[src/sfd_pkg.sv]
// Shared types and constants for the sensor frame deframer.
package sfd_pkg;

  // Largest number of bytes one frame may hold before it is dropped.
  localparam int MAX_FRAME_BYTES = 512;

  // Byte counter width: it must be able to hold MAX_FRAME_BYTES itself.
  localparam int POS_W = $clog2(MAX_FRAME_BYTES + 1);

  localparam int BYTE_W     = 8;
  localparam int INDEX_W    = 9;
  localparam int LEN_W      = 16;
  localparam int CFG_IDX_W  = 2;
  localparam int CFG_DATA_W = 8;

  // Configuration register indexes.
  typedef enum logic [CFG_IDX_W-1:0] {
    CFG_HEADER_FIRST  = 2'd0,
    CFG_HEADER_SECOND = 2'd1,
    CFG_TAIL_FIRST    = 2'd2,
    CFG_TAIL_SECOND   = 2'd3
  } cfg_idx_t;

  // Kinds of result word.
  typedef enum logic [1:0] {
    EV_PAYLOAD  = 2'd0,
    EV_COMPLETE = 2'd1,
    EV_BAD_TAIL = 2'd2,
    EV_OVERFLOW = 2'd3
  } event_kind_t;

  // Current framing bytes.
  typedef struct packed {
    logic [BYTE_W-1:0] header_first;
    logic [BYTE_W-1:0] header_second;
    logic [BYTE_W-1:0] tail_first;
    logic [BYTE_W-1:0] tail_second;
  } cfg_t;

  // One received word.
  typedef struct packed {
    logic [BYTE_W-1:0] rx_byte;
    logic              response_expected;
  } in_word_t;

  // One result word.
  typedef struct packed {
    event_kind_t        event_kind;
    logic [BYTE_W-1:0]  frame_control;
    logic [BYTE_W-1:0]  frame_command;
    logic [BYTE_W-1:0]  payload_byte;
    logic [INDEX_W-1:0] payload_index;
    logic [LEN_W-1:0]   payload_length;
    logic               checksum_ok;
    logic               to_response;
  } out_word_t;

endpackage

[src/sfd_cfg.sv]
// Configuration registers holding the header and tail bytes.
module sfd_cfg (
  input  logic                           clk,
  input  logic                           rst_n,
  input  logic                           cfg_we,
  input  logic [sfd_pkg::CFG_IDX_W-1:0]  cfg_idx,
  input  logic [sfd_pkg::CFG_DATA_W-1:0] cfg_data,
  output sfd_pkg::cfg_t                  cfg
);
  import sfd_pkg::*;

  cfg_t cfg_r;

  // Register writes; reset loads the default framing bytes.
  always_ff @(posedge clk) begin
    if (!rst_n) begin
      cfg_r.header_first  <= 8'h53;
      cfg_r.header_second <= 8'h59;
      cfg_r.tail_first    <= 8'h54;
      cfg_r.tail_second   <= 8'h43;
    end else if (cfg_we) begin
      case (cfg_idx)
        CFG_HEADER_FIRST:  cfg_r.header_first  <= cfg_data;
        CFG_HEADER_SECOND: cfg_r.header_second <= cfg_data;
        CFG_TAIL_FIRST:    cfg_r.tail_first    <= cfg_data;
        CFG_TAIL_SECOND:   cfg_r.tail_second   <= cfg_data;
        default: ;
      endcase
    end
  end

  assign cfg = cfg_r;

endmodule

[src/sfd_core.sv]
// Frame parser: byte position, held header fields, checksum and result decode.
module sfd_core (
  input  logic               clk,
  input  logic               rst_n,
  input  sfd_pkg::cfg_t      cfg,
  input  logic               in_fire,
  input  sfd_pkg::in_word_t  in_word,
  output logic               push,
  output sfd_pkg::out_word_t push_word
);
  import sfd_pkg::*;

  localparam logic [POS_W-1:0] POS_SECOND  = POS_W'(1);
  localparam logic [POS_W-1:0] POS_CONTROL = POS_W'(2);
  localparam logic [POS_W-1:0] POS_COMMAND = POS_W'(3);
  localparam logic [POS_W-1:0] POS_LEN_HI  = POS_W'(4);
  localparam logic [POS_W-1:0] POS_PAYLOAD = POS_W'(6);
  localparam logic [POS_W-1:0] POS_MAX     = POS_W'(MAX_FRAME_BYTES);
  localparam logic [LEN_W-1:0] LEN_FIT_MAX = LEN_W'(MAX_FRAME_BYTES - 9);

  logic [POS_W-1:0]  pos_r, pos_nxt;
  logic [BYTE_W-1:0] control_r, control_nxt;
  logic [BYTE_W-1:0] command_r, command_nxt;
  logic [LEN_W-1:0]  length_r, length_nxt;
  logic [BYTE_W-1:0] sum_r, sum_nxt;
  logic [BYTE_W-1:0] rsum_r, rsum_nxt;
  logic              tfs_r, tfs_nxt;

  logic [BYTE_W-1:0] b;
  logic [POS_W-1:0]  pos_inc;
  logic [LEN_W:0]    idx_ext;
  logic [LEN_W:0]    inc_ext;
  logic [LEN_W:0]    len_ext;
  logic              in_payload;
  logic              at_checksum;
  logic              at_tail_first;
  logic              frame_done;
  logic              have_result;
  event_kind_t       kind;

  assign b       = in_word.rx_byte;
  assign pos_inc = pos_r + POS_W'(1);
  assign idx_ext = (LEN_W + 1)'(pos_r);
  assign inc_ext = (LEN_W + 1)'(pos_inc);
  assign len_ext = {1'b0, length_r};

  // Where the current byte falls relative to the payload length.
  assign in_payload    = idx_ext < (len_ext + (LEN_W + 1)'(6));
  assign at_checksum   = idx_ext == (len_ext + (LEN_W + 1)'(6));
  assign at_tail_first = idx_ext == (len_ext + (LEN_W + 1)'(7));
  assign frame_done    = (inc_ext >= (len_ext + (LEN_W + 1)'(9))) &&
                         (length_r <= LEN_FIT_MAX);

  // Next state and result for the accepted byte.
  always_comb begin
    pos_nxt     = pos_r;
    control_nxt = control_r;
    command_nxt = command_r;
    length_nxt  = length_r;
    sum_nxt     = sum_r;
    rsum_nxt    = rsum_r;
    tfs_nxt     = tfs_r;
    have_result = 1'b0;
    kind        = EV_PAYLOAD;

    if (pos_r == '0) begin
      // Hunting for the first header byte.
      if (b == cfg.header_first) begin
        sum_nxt = b;
        tfs_nxt = 1'b0;
        pos_nxt = POS_SECOND;
      end
    end else if (pos_r == POS_SECOND) begin
      // Second header byte, or resynchronize on a repeated first byte.
      if (b == cfg.header_second) begin
        sum_nxt = sum_r + b;
        pos_nxt = POS_CONTROL;
      end else if (b == cfg.header_first) begin
        sum_nxt = b;
        tfs_nxt = 1'b0;
        pos_nxt = POS_SECOND;
      end else begin
        pos_nxt = '0;
      end
    end else if (pos_r < POS_PAYLOAD) begin
      // Control, command and big-endian length bytes.
      pos_nxt = pos_inc;
      sum_nxt = sum_r + b;
      if (pos_r == POS_CONTROL) begin
        control_nxt = b;
      end else if (pos_r == POS_COMMAND) begin
        command_nxt = b;
      end else if (pos_r == POS_LEN_HI) begin
        length_nxt = {b, 8'h00};
      end else begin
        length_nxt = {length_r[LEN_W-1:8], b};
      end
    end else begin
      // Payload, checksum and tail bytes.
      pos_nxt = pos_inc;
      if (in_payload) begin
        sum_nxt     = sum_r + b;
        have_result = 1'b1;
        kind        = EV_PAYLOAD;
      end else if (at_checksum) begin
        rsum_nxt = b;
      end else if (at_tail_first) begin
        tfs_nxt = (b == cfg.tail_first);
      end
      if (frame_done) begin
        have_result = 1'b1;
        kind        = (tfs_r && (b == cfg.tail_second)) ? EV_COMPLETE : EV_BAD_TAIL;
        pos_nxt     = '0;
      end else if (pos_inc >= POS_MAX) begin
        // Buffer limit reached: drop the frame and hunt again.
        pos_nxt = '0;
        if (have_result) begin
          kind = EV_OVERFLOW;
        end
      end
    end
  end

  // Result word assembly.
  always_comb begin
    push_word.event_kind     = kind;
    push_word.frame_control  = control_r;
    push_word.frame_command  = command_r;
    push_word.payload_length = length_r;
    push_word.payload_byte   = (kind == EV_PAYLOAD) ? b : '0;
    push_word.payload_index  = (kind == EV_PAYLOAD) ? INDEX_W'(pos_r - POS_PAYLOAD) : '0;
    push_word.checksum_ok    = (kind == EV_COMPLETE) && (sum_r == rsum_r);
    push_word.to_response    = (kind == EV_COMPLETE) && in_word.response_expected;
  end

  assign push = in_fire && have_result;

  // Parser state registers.
  always_ff @(posedge clk) begin
    if (!rst_n) begin
      pos_r     <= '0;
      control_r <= '0;
      command_r <= '0;
      length_r  <= '0;
      sum_r     <= '0;
      rsum_r    <= '0;
      tfs_r     <= 1'b0;
    end else if (in_fire) begin
      pos_r     <= pos_nxt;
      control_r <= control_nxt;
      command_r <= command_nxt;
      length_r  <= length_nxt;
      sum_r     <= sum_nxt;
      rsum_r    <= rsum_nxt;
      tfs_r     <= tfs_nxt;
    end
  end

endmodule

[src/sfd_skid.sv]
// Two-entry output buffer: result register plus a skid register.
module sfd_skid (
  input  logic               clk,
  input  logic               rst_n,
  input  logic               push,
  input  sfd_pkg::out_word_t push_word,
  output logic               can_push,
  output logic               out_valid,
  input  logic               out_ready,
  output sfd_pkg::out_word_t out_data
);
  import sfd_pkg::*;

  logic      out_valid_r;
  logic      skid_valid_r;
  out_word_t out_data_r;
  out_word_t skid_data_r;

  // New words are taken only while the skid register is empty.
  assign can_push = !skid_valid_r;

  // The result register reloads whenever it is empty or being drained.
  always_ff @(posedge clk) begin
    if (!rst_n) begin
      out_valid_r  <= 1'b0;
      skid_valid_r <= 1'b0;
    end else if (out_ready || !out_valid_r) begin
      if (skid_valid_r) begin
        out_valid_r  <= 1'b1;
        skid_valid_r <= 1'b0;
      end else begin
        out_valid_r <= push;
      end
    end else if (push) begin
      skid_valid_r <= 1'b1;
    end
  end

  // Data path of the two entries.
  always_ff @(posedge clk) begin
    if (out_ready || !out_valid_r) begin
      out_data_r <= skid_valid_r ? skid_data_r : push_word;
    end else if (push) begin
      skid_data_r <= push_word;
    end
  end

  assign out_valid = out_valid_r;
  assign out_data  = out_data_r;

endmodule

[src/sensor_frame_deframer.sv]
// Top level of the sensor frame deframer.
// The deframer takes one received byte per word and can accept a word on every
// clock cycle while in_ready is high. Each byte is parsed in the cycle it is
// accepted, and any result word it causes is registered in the result register
// or, while the consumer holds off, in the skid register behind it, which holds
// one more word. in_ready is low only while both registers are full, and that
// happens only after the consumer has stalled with a result waiting.
// Hunted bytes, header, length, checksum and first tail bytes produce no result.
// Each payload byte produces one result, and the last tail byte produces the
// frame verdict. A frame that reaches the buffer limit is dropped, with an
// overflow word in place of the payload word for that byte.
// Framing bytes are written through the cfg_ port and should be changed only
// while no frame is in progress.
module sensor_frame_deframer (
  input  logic                           clk,
  input  logic                           rst_n,
  input  logic                           in_valid,
  output logic                           in_ready,
  input  sfd_pkg::in_word_t              in_data,
  output logic                           out_valid,
  input  logic                           out_ready,
  output sfd_pkg::out_word_t             out_data,
  input  logic                           cfg_we,
  input  logic [sfd_pkg::CFG_IDX_W-1:0]  cfg_idx,
  input  logic [sfd_pkg::CFG_DATA_W-1:0] cfg_data
);
  import sfd_pkg::*;

  cfg_t      cfg;
  logic      in_fire;
  logic      push;
  out_word_t push_word;

  assign in_fire = in_valid && in_ready;

  // Framing byte registers.
  sfd_cfg u_cfg (
    .clk      (clk),
    .rst_n    (rst_n),
    .cfg_we   (cfg_we),
    .cfg_idx  (cfg_idx),
    .cfg_data (cfg_data),
    .cfg      (cfg)
  );

  // Byte parser.
  sfd_core u_core (
    .clk       (clk),
    .rst_n     (rst_n),
    .cfg       (cfg),
    .in_fire   (in_fire),
    .in_word   (in_data),
    .push      (push),
    .push_word (push_word)
  );

  // Result buffer.
  sfd_skid u_skid (
    .clk       (clk),
    .rst_n     (rst_n),
    .push      (push),
    .push_word (push_word),
    .can_push  (in_ready),
    .out_valid (out_valid),
    .out_ready (out_ready),
    .out_data  (out_data)
  );

endmodule

[config.mk]
export PLATFORM = sky130hd
export DESIGN_NAME = sensor_frame_deframer
export DESIGN_NICKNAME = d
export VERILOG_FILES = /design/src/sfd_pkg.sv /design/src/sfd_cfg.sv /design/src/sfd_core.sv /design/src/sfd_skid.sv /design/src/sensor_frame_deframer.sv
export SDC_FILE = /design/constraint.sdc
export NUM_CORES = 1
export LEC_CHECK = 0
export BUFFER_PORTS_ARGS = -buffer_cell sky130_fd_sc_hd__buf_2
export CAP_MARGIN = 0
export CORE_ASPECT_RATIO = 0.8
export CORE_MARGIN = 5
export CORE_UTILIZATION = 55
export CTS_CLUSTER_DIAMETER = 80
export DETAILED_ROUTE_END_ITERATION = 12
export PLACE_DENSITY = 0.77
export SLEW_MARGIN = 20
export SYNTH_ARGS = -nofsm -noshare
export SYNTH_HDL_FRONTEND = slang
export SYNTH_SLANG_ARGS = --single-unit
[constraint.sdc]
create_clock -name clk -period 7.6 [get_ports clk]
set_clock_uncertainty 0.1 [all_clocks]
set_input_delay 1.52 -clock clk [delete_from_list [all_inputs] [get_ports clk]]
set_output_delay 1.52 -clock clk [all_outputs]
set_load 0.01 [all_outputs]
## After elaboration in Yosys (flattened, before gate mapping)

Index checks and enable logic that the tools add are counted.

- Reduce and logical (&&, ||, !) cells: 28
- $lt $le $gt $ge: 5
- Equal/unequal tests: 20
- Bitwise gates (word level): 8
- Add/sub/neg operators: 6
- Multiplexer cells: 42

Operators with widths:

| cell | count |
|---|---|
| $mux W10 | 7 |
| $mux W8 | 8 |
| $mux W53 | 1 |
| $eq A8 B8 Y1 | 5 |
| $add A16 B3 Y17 const B | 2 |
| $eq A10 B17 Y1 | 2 |
| $reduce_and A6 Y1 | 4 |
| $eq A10 B2 Y1 const B | 2 |
| $mux W1 | 18 |
| $add A16 B4 Y17 const B | 1 |
| $ge A10 B17 Y1 | 1 |
| $lt A10 B17 Y1 | 1 |
| $le A16 B9 Y1 const B | 1 |
| $mux W2 | 7 |
| $reduce_and A2 Y1 | 7 |
| $add A10 B1 Y10 const B | 1 |
| $eq A10 B1 Y1 const B | 1 |
| $eq A10 B3 Y1 const B | 1 |
| $ge A10 B10 Y1 const B | 1 |
| $logic_not A10 Y1 | 1 |
| $lt A10 B3 Y1 const B | 1 |
| $mux W9 | 1 |
| $sub A9 B3 Y9 const B | 1 |
| $add A8 B8 Y8 | 1 |
| 16 further kinds | 33 |

- Input bits: 24
- Logic and storage cells: 139
- Output and inout port bits: 55
- Register bits after elaboration: 199

## Depth between registers and ports, before layout

- Depth in word-level cells: 15
- Depth in mapped cells: 16
- Mapped depth without buffers: 13

## Modules after synthesis

A second synthesis with hierarchy kept.

- Cells, all modules: 951
- Area total of the unflattened synthesis: 10,707.8 µm²

Modules (own cells, without submodules):

| module | area each (µm²) | times used | cells each | sequential area each (µm²) |
|---|---|---|---|---|
| sfd_core | 5,271.3 | 1 | 651 | 1,181.1 |
| sfd_skid | 4,155.2 | 1 | 174 | 3,223.1 |
| sfd_cfg | 1,275.0 | 1 | 125 | 640.6 |
| sensor_frame_deframer | 6.3 | 1 | 1 | 0.0 |

## Worst setup path after synthesis

No wires, ideal clock.

- Kind: input to register
- Start point: input out_ready
- End point: register u_skid.skid_data_r[0] in the netlist's numbering, enable pin
- Cell stages on the path: 2
- Arrival: 6,835 ps
- Path slack: 125 ps
- Path buffers: 0
- Data required time: 6,960 ps
- Setup time: 540 ps
- Cells stage by stage: nand2b_1 nor3b_1

- Word-level cells in the longest chain between the ends: 3

RTL lines:

| item | RTL line | RTL |
|---|---|---|
| start, declared | sensor_frame_deframer.sv:21 | `input logic out_ready,` |
| $logic_or A1 B1 Y1 | sfd_skid.sv:41 | `if (out_ready \|\| !out_valid_r) begin` |
| $not A1 Y1 (no line) | -- |  |
| $reduce_and A2 Y1 (no line) | -- |  |
| end signal, assigned | sfd_skid.sv:44 | `skid_data_r <= push_word;` |
| end, declared | sfd_skid.sv:17 | `out_word_t skid_data_r;` |

Every way passes these cells.
A chain may end at the register's enable or synchronous reset.

## Final worst setup path

- Start point: register u_core.pos_r[1]
- End point: register u_skid.out_data_r (netlist bit u_skid.out_data[33]), data pin

- Word-level cells in the longest chain between the ends: 14
- Elaborated cells between the ends (all ways): 21
- Those cells by class: 1 x add/sub; 4 x order compare; 1 x eq/ne; 12 x mux; 3 x reduce/logical

RTL lines:

| item | RTL line | RTL |
|---|---|---|
| start, declared | sfd_core.sv:21 | `logic [POS_W-1:0] pos_r, pos_nxt;` |
| start signal, assigned | sfd_core.sv:149 | `pos_r <= pos_nxt;` |
| parallel branches: the longest is 10 deep, another holds $ge A10 B17 Y1 | -- |  |
| $mux W2 * | sfd_core.sv:66 | `if (pos_r == '0) begin` |
| $logic_not A2 Y1 * | sfd_core.sv:130 | `push_word.payload_byte = (kind == EV_PAYLOAD) ? b : '0;` |
| $mux W8 * | sfd_core.sv:130 |  |
| $mux W53 * | sfd_skid.sv:42 | `out_data_r <= skid_valid_r ? skid_data_r : push_word;` |
| end signal, assigned | sfd_skid.sv:42 |  |
| end, declared | sfd_skid.sv:16 | `out_word_t out_data_r;` |

Mark *: on every way between the ends. The select of a mux whose other input is x is not followed.

==> impl_metrics.yaml <==
synthesis:
  ys_warn_count: 0
  synth_top_area_cell: "edfxtp_1"
  syn_inst: 967
  synth-edff-count: 106
  synth_common_cells: "nand2_1 (108), edfxtp_1 (106), dfxtp_1 (93), xor2_1 (54), nor2b_1 (52)"
  synth_ff_type: "edfxtp_1"
  synth_area_sq_mm: 0.0103
  ys_seq_elements: 199
  synth.distinct_cells: 68
  syn_area_per_cell_sq_um: 10.7
  synth_top_area_share_pct: 30.9
  synthTopCellsByArea: "edfxtp_1 (31%), dfxtp_1 (18%), mux2i_1 (4.9%)"
  postSynthNetCount: 1029
  seq_area_frac_synth_pct: 48.9
  ys_async_sr_fraction_pct: 0
  synthMostInstantiatedCell: "nand2_1"
status:
  status: "completed"
clocking:
  clock_latency_ns: 0.45
  cts-root-buf: "clkbuf_16"
  postCtsHoldBufs: 0
  cts_tree: "built"
  path_clk_slew_ns: 0.08
  clkSinkCount: 199
  cts.path.max_buffers: 2
  numCtsBuffers: 17
  cts.htree.levels: 4
  cts_resized: 0
  post_cts_buffers: 0
worst_setup_path:
  criticalPathCategory: "reg2reg"
  regToRegStartpoint: "u_core.pos_r[1]"
  slowest_stage: "nor2b_4"
  critPathCaptureType: "flop"
  start_kind: "flop"
  cp.arrival_ns: 4.45
  startpoint: "u_core.pos_r[1]"
  critical_path.max_stage_delay_ns: 0.70
  cpLargestDelayFamily: "simple AND/OR/NAND/NOR gates"
  cp_common_cell: "ha_1"
  crit_chain: "ha_1 > nand4_1 > and2_1 > or2_2 > ha_1 > o2111ai_1 > a2111oi_0 > o21ai_0 > nand3_2 > nor2b_4 > o21ai_1"
  path_buf_inv: 0
  crit_required_ns: 7.66
  critPathMaxFanout: 26
min_path:
  hp-class: "reg2reg"
  hp-start: "u_core.control_r[6]"
floorplanning:
  coreArea_sq_mm: 0.0183
  dieArea_sq_mm: 0.0216
  fp-row-count: 44
  die_w_um: 163
  io_pins: 79
  dieHeight_um: 132
  start_util_pct: 56.4
pwr:
  switching_power_uw: 508
  leakagePower_nw: 4.66
  pwr-share-clk_pct: 41.5
  vdd_drop_max_mv: 0.154
  cell_internal_pwr_mw: 1.60
  p_total_mw: 2.11
  powerDensity_mw_per_mm2: 186
  comb_power_share_pct: 4.5
  power_frac_seq_pct: 53.9
  p_sw_share_pct: 24.1
global_route:
  grt.total_usage_pct: 22.3
  grt_pass1_vias: 6859
  grt_start_max_net_pins: 99
  antenna_found_initial: 0
  grt_pass1_wl_um: 37900
  overflow: 0
finish:
  nNetsFinal: 1068
  antenna_cells: 0
  synthToLayoutAreaGrowth_pct: 10.1
  final_area_sq_mm: 0.0114
  drive_above_1_share_pct: 17.4
  nFillCells: 1505
sta:
  rsz0062_at_grt: "false"
  hold_viol_final: 0
  timing.final.ws_setup_ns: 3.21
  setup_tns_ns: 0
  setup_viol: 0
  fmax_ghz: 0.228
  period_minus_slack_ns: 4.39
  drv_slew: 0
  fin_crit_sh_pct: 57.8
  timing.slew.headroom_pct: 40.2
  worst_slew_pin_slew_ns: 0.889
route:
  drtAntennaViolNets: 0
  drt-initial-drc-count: 686
  drt-total-wl_um: 23900
  vias_per_cell: 5.75
  first_pass_iters: 5
  vias: 7317
  wl_per_cell_um: 18.8
  drc: 0
placement:
  io_buffers: 78
  placed_cell_area_sq_mm: 0.0108
  gp_congestion: 0.946
  dp_hpwl_um: 16100
  pre_cts_ws_ns: 3.29
job:
  maxCapViolations: 0
-- layout make-up --
type	count	area, sq um	area share, %
clock buffers	18	429	3.78
clock inverters	14	140	1.23
inverters	19	71.3	0.628
multi-input cells	684	4910	43.2
flip-flops and latches	199	5050	44.4
well taps	253	317	2.79
repair buffers	85	443	3.90
-- state kept, by name, summed over array words and instances (netlist names) --
name / count
u_core.command_r: 8
u_core.rsum_r: 8
u_skid.skid_valid_r: 1
u_skid.out_data: 53
u_core.control_r: 8
u_skid.skid_data_r: 53
u_core.tfs_r: 1
u_core.sum_r: 8
u_cfg.cfg: 32
u_core.length_r: 16
u_core.pos_r: 10
u_skid.out_valid: 1
-- per-stage QoR --
stage | hold slack [ns] | cells | utilization, %
floorplan | 0.303 | 967 | -
global placement | 0.332 | 1240 | 59.0
detailed placement | 0.343 | 1240 | 59.0
CTS | 0.355 | 1272 | 62.1
global route | 0.374 | 1272 | 62.1
finish | 0.353 | 1272 | 62.1
-- power groups by stage --
stage | registers, mW | clock network, mW | logic, mW
CTS | 1.14 | 0.885 | 0.0944
global route | 1.14 | 0.926 | 0.105
floorplan | 1.16 | 0 | 0.0631
global placement | 1.16 | 0 | 0.0923
detailed placement | 1.16 | 0 | 0.0938
finish | 1.14 | 0.877 | 0.0958
-- routing by layer --
layer	GRT usage (%)	part of all wire, %	vias to the layer above
li1	-	-	3547
met1	34.3	50	3517
met2	32.2	43	227
met3	5.16	6.8	26
met4	5.08	1.2	0
met5	0	0	-
-- layout by cell type (no fill, tap or decap), types with 19 or more instances in the layout --
cell        n
buf_2      78
xnor2_1    28
nor2_1     37
edfxtp_1  106
o21ai_0    22
nand3_1    30
a21oi_1    21
nand2_1   108
inv_1      19
a21boi_0   24
mux2i_1    51
nor2b_1    52
mux2_2     30
nor3_1     19
dfxtp_1    92
xor2_1     54
ha_1       37
-- kinds of logic after synthesis --
group	Yosys count	share of synthesized area, %
AO/OA/AOI/OAI	142	10.4
XOR/XNOR	82	6.96
adder cells (fa/ha/maj)	38	4.68
buffers and inverters	84	3.60
flip-flops	199	48.9
multiplexers	81	8.22
AND/OR/NAND/NOR	341	17.3
-- final timing paths --
kind,to,slack [ns],cells after the start
hold reg to reg,u_skid.skid_data_r[49],0.35,0
hold / removal,u_skid.skid_data_r[49],0.35,0
setup reg to reg,u_skid.out_data[33],3.21,11
setup / recovery,u_skid.out_data[33],3.21,11
No activity file was read; power rests on OpenSTA's default activity.
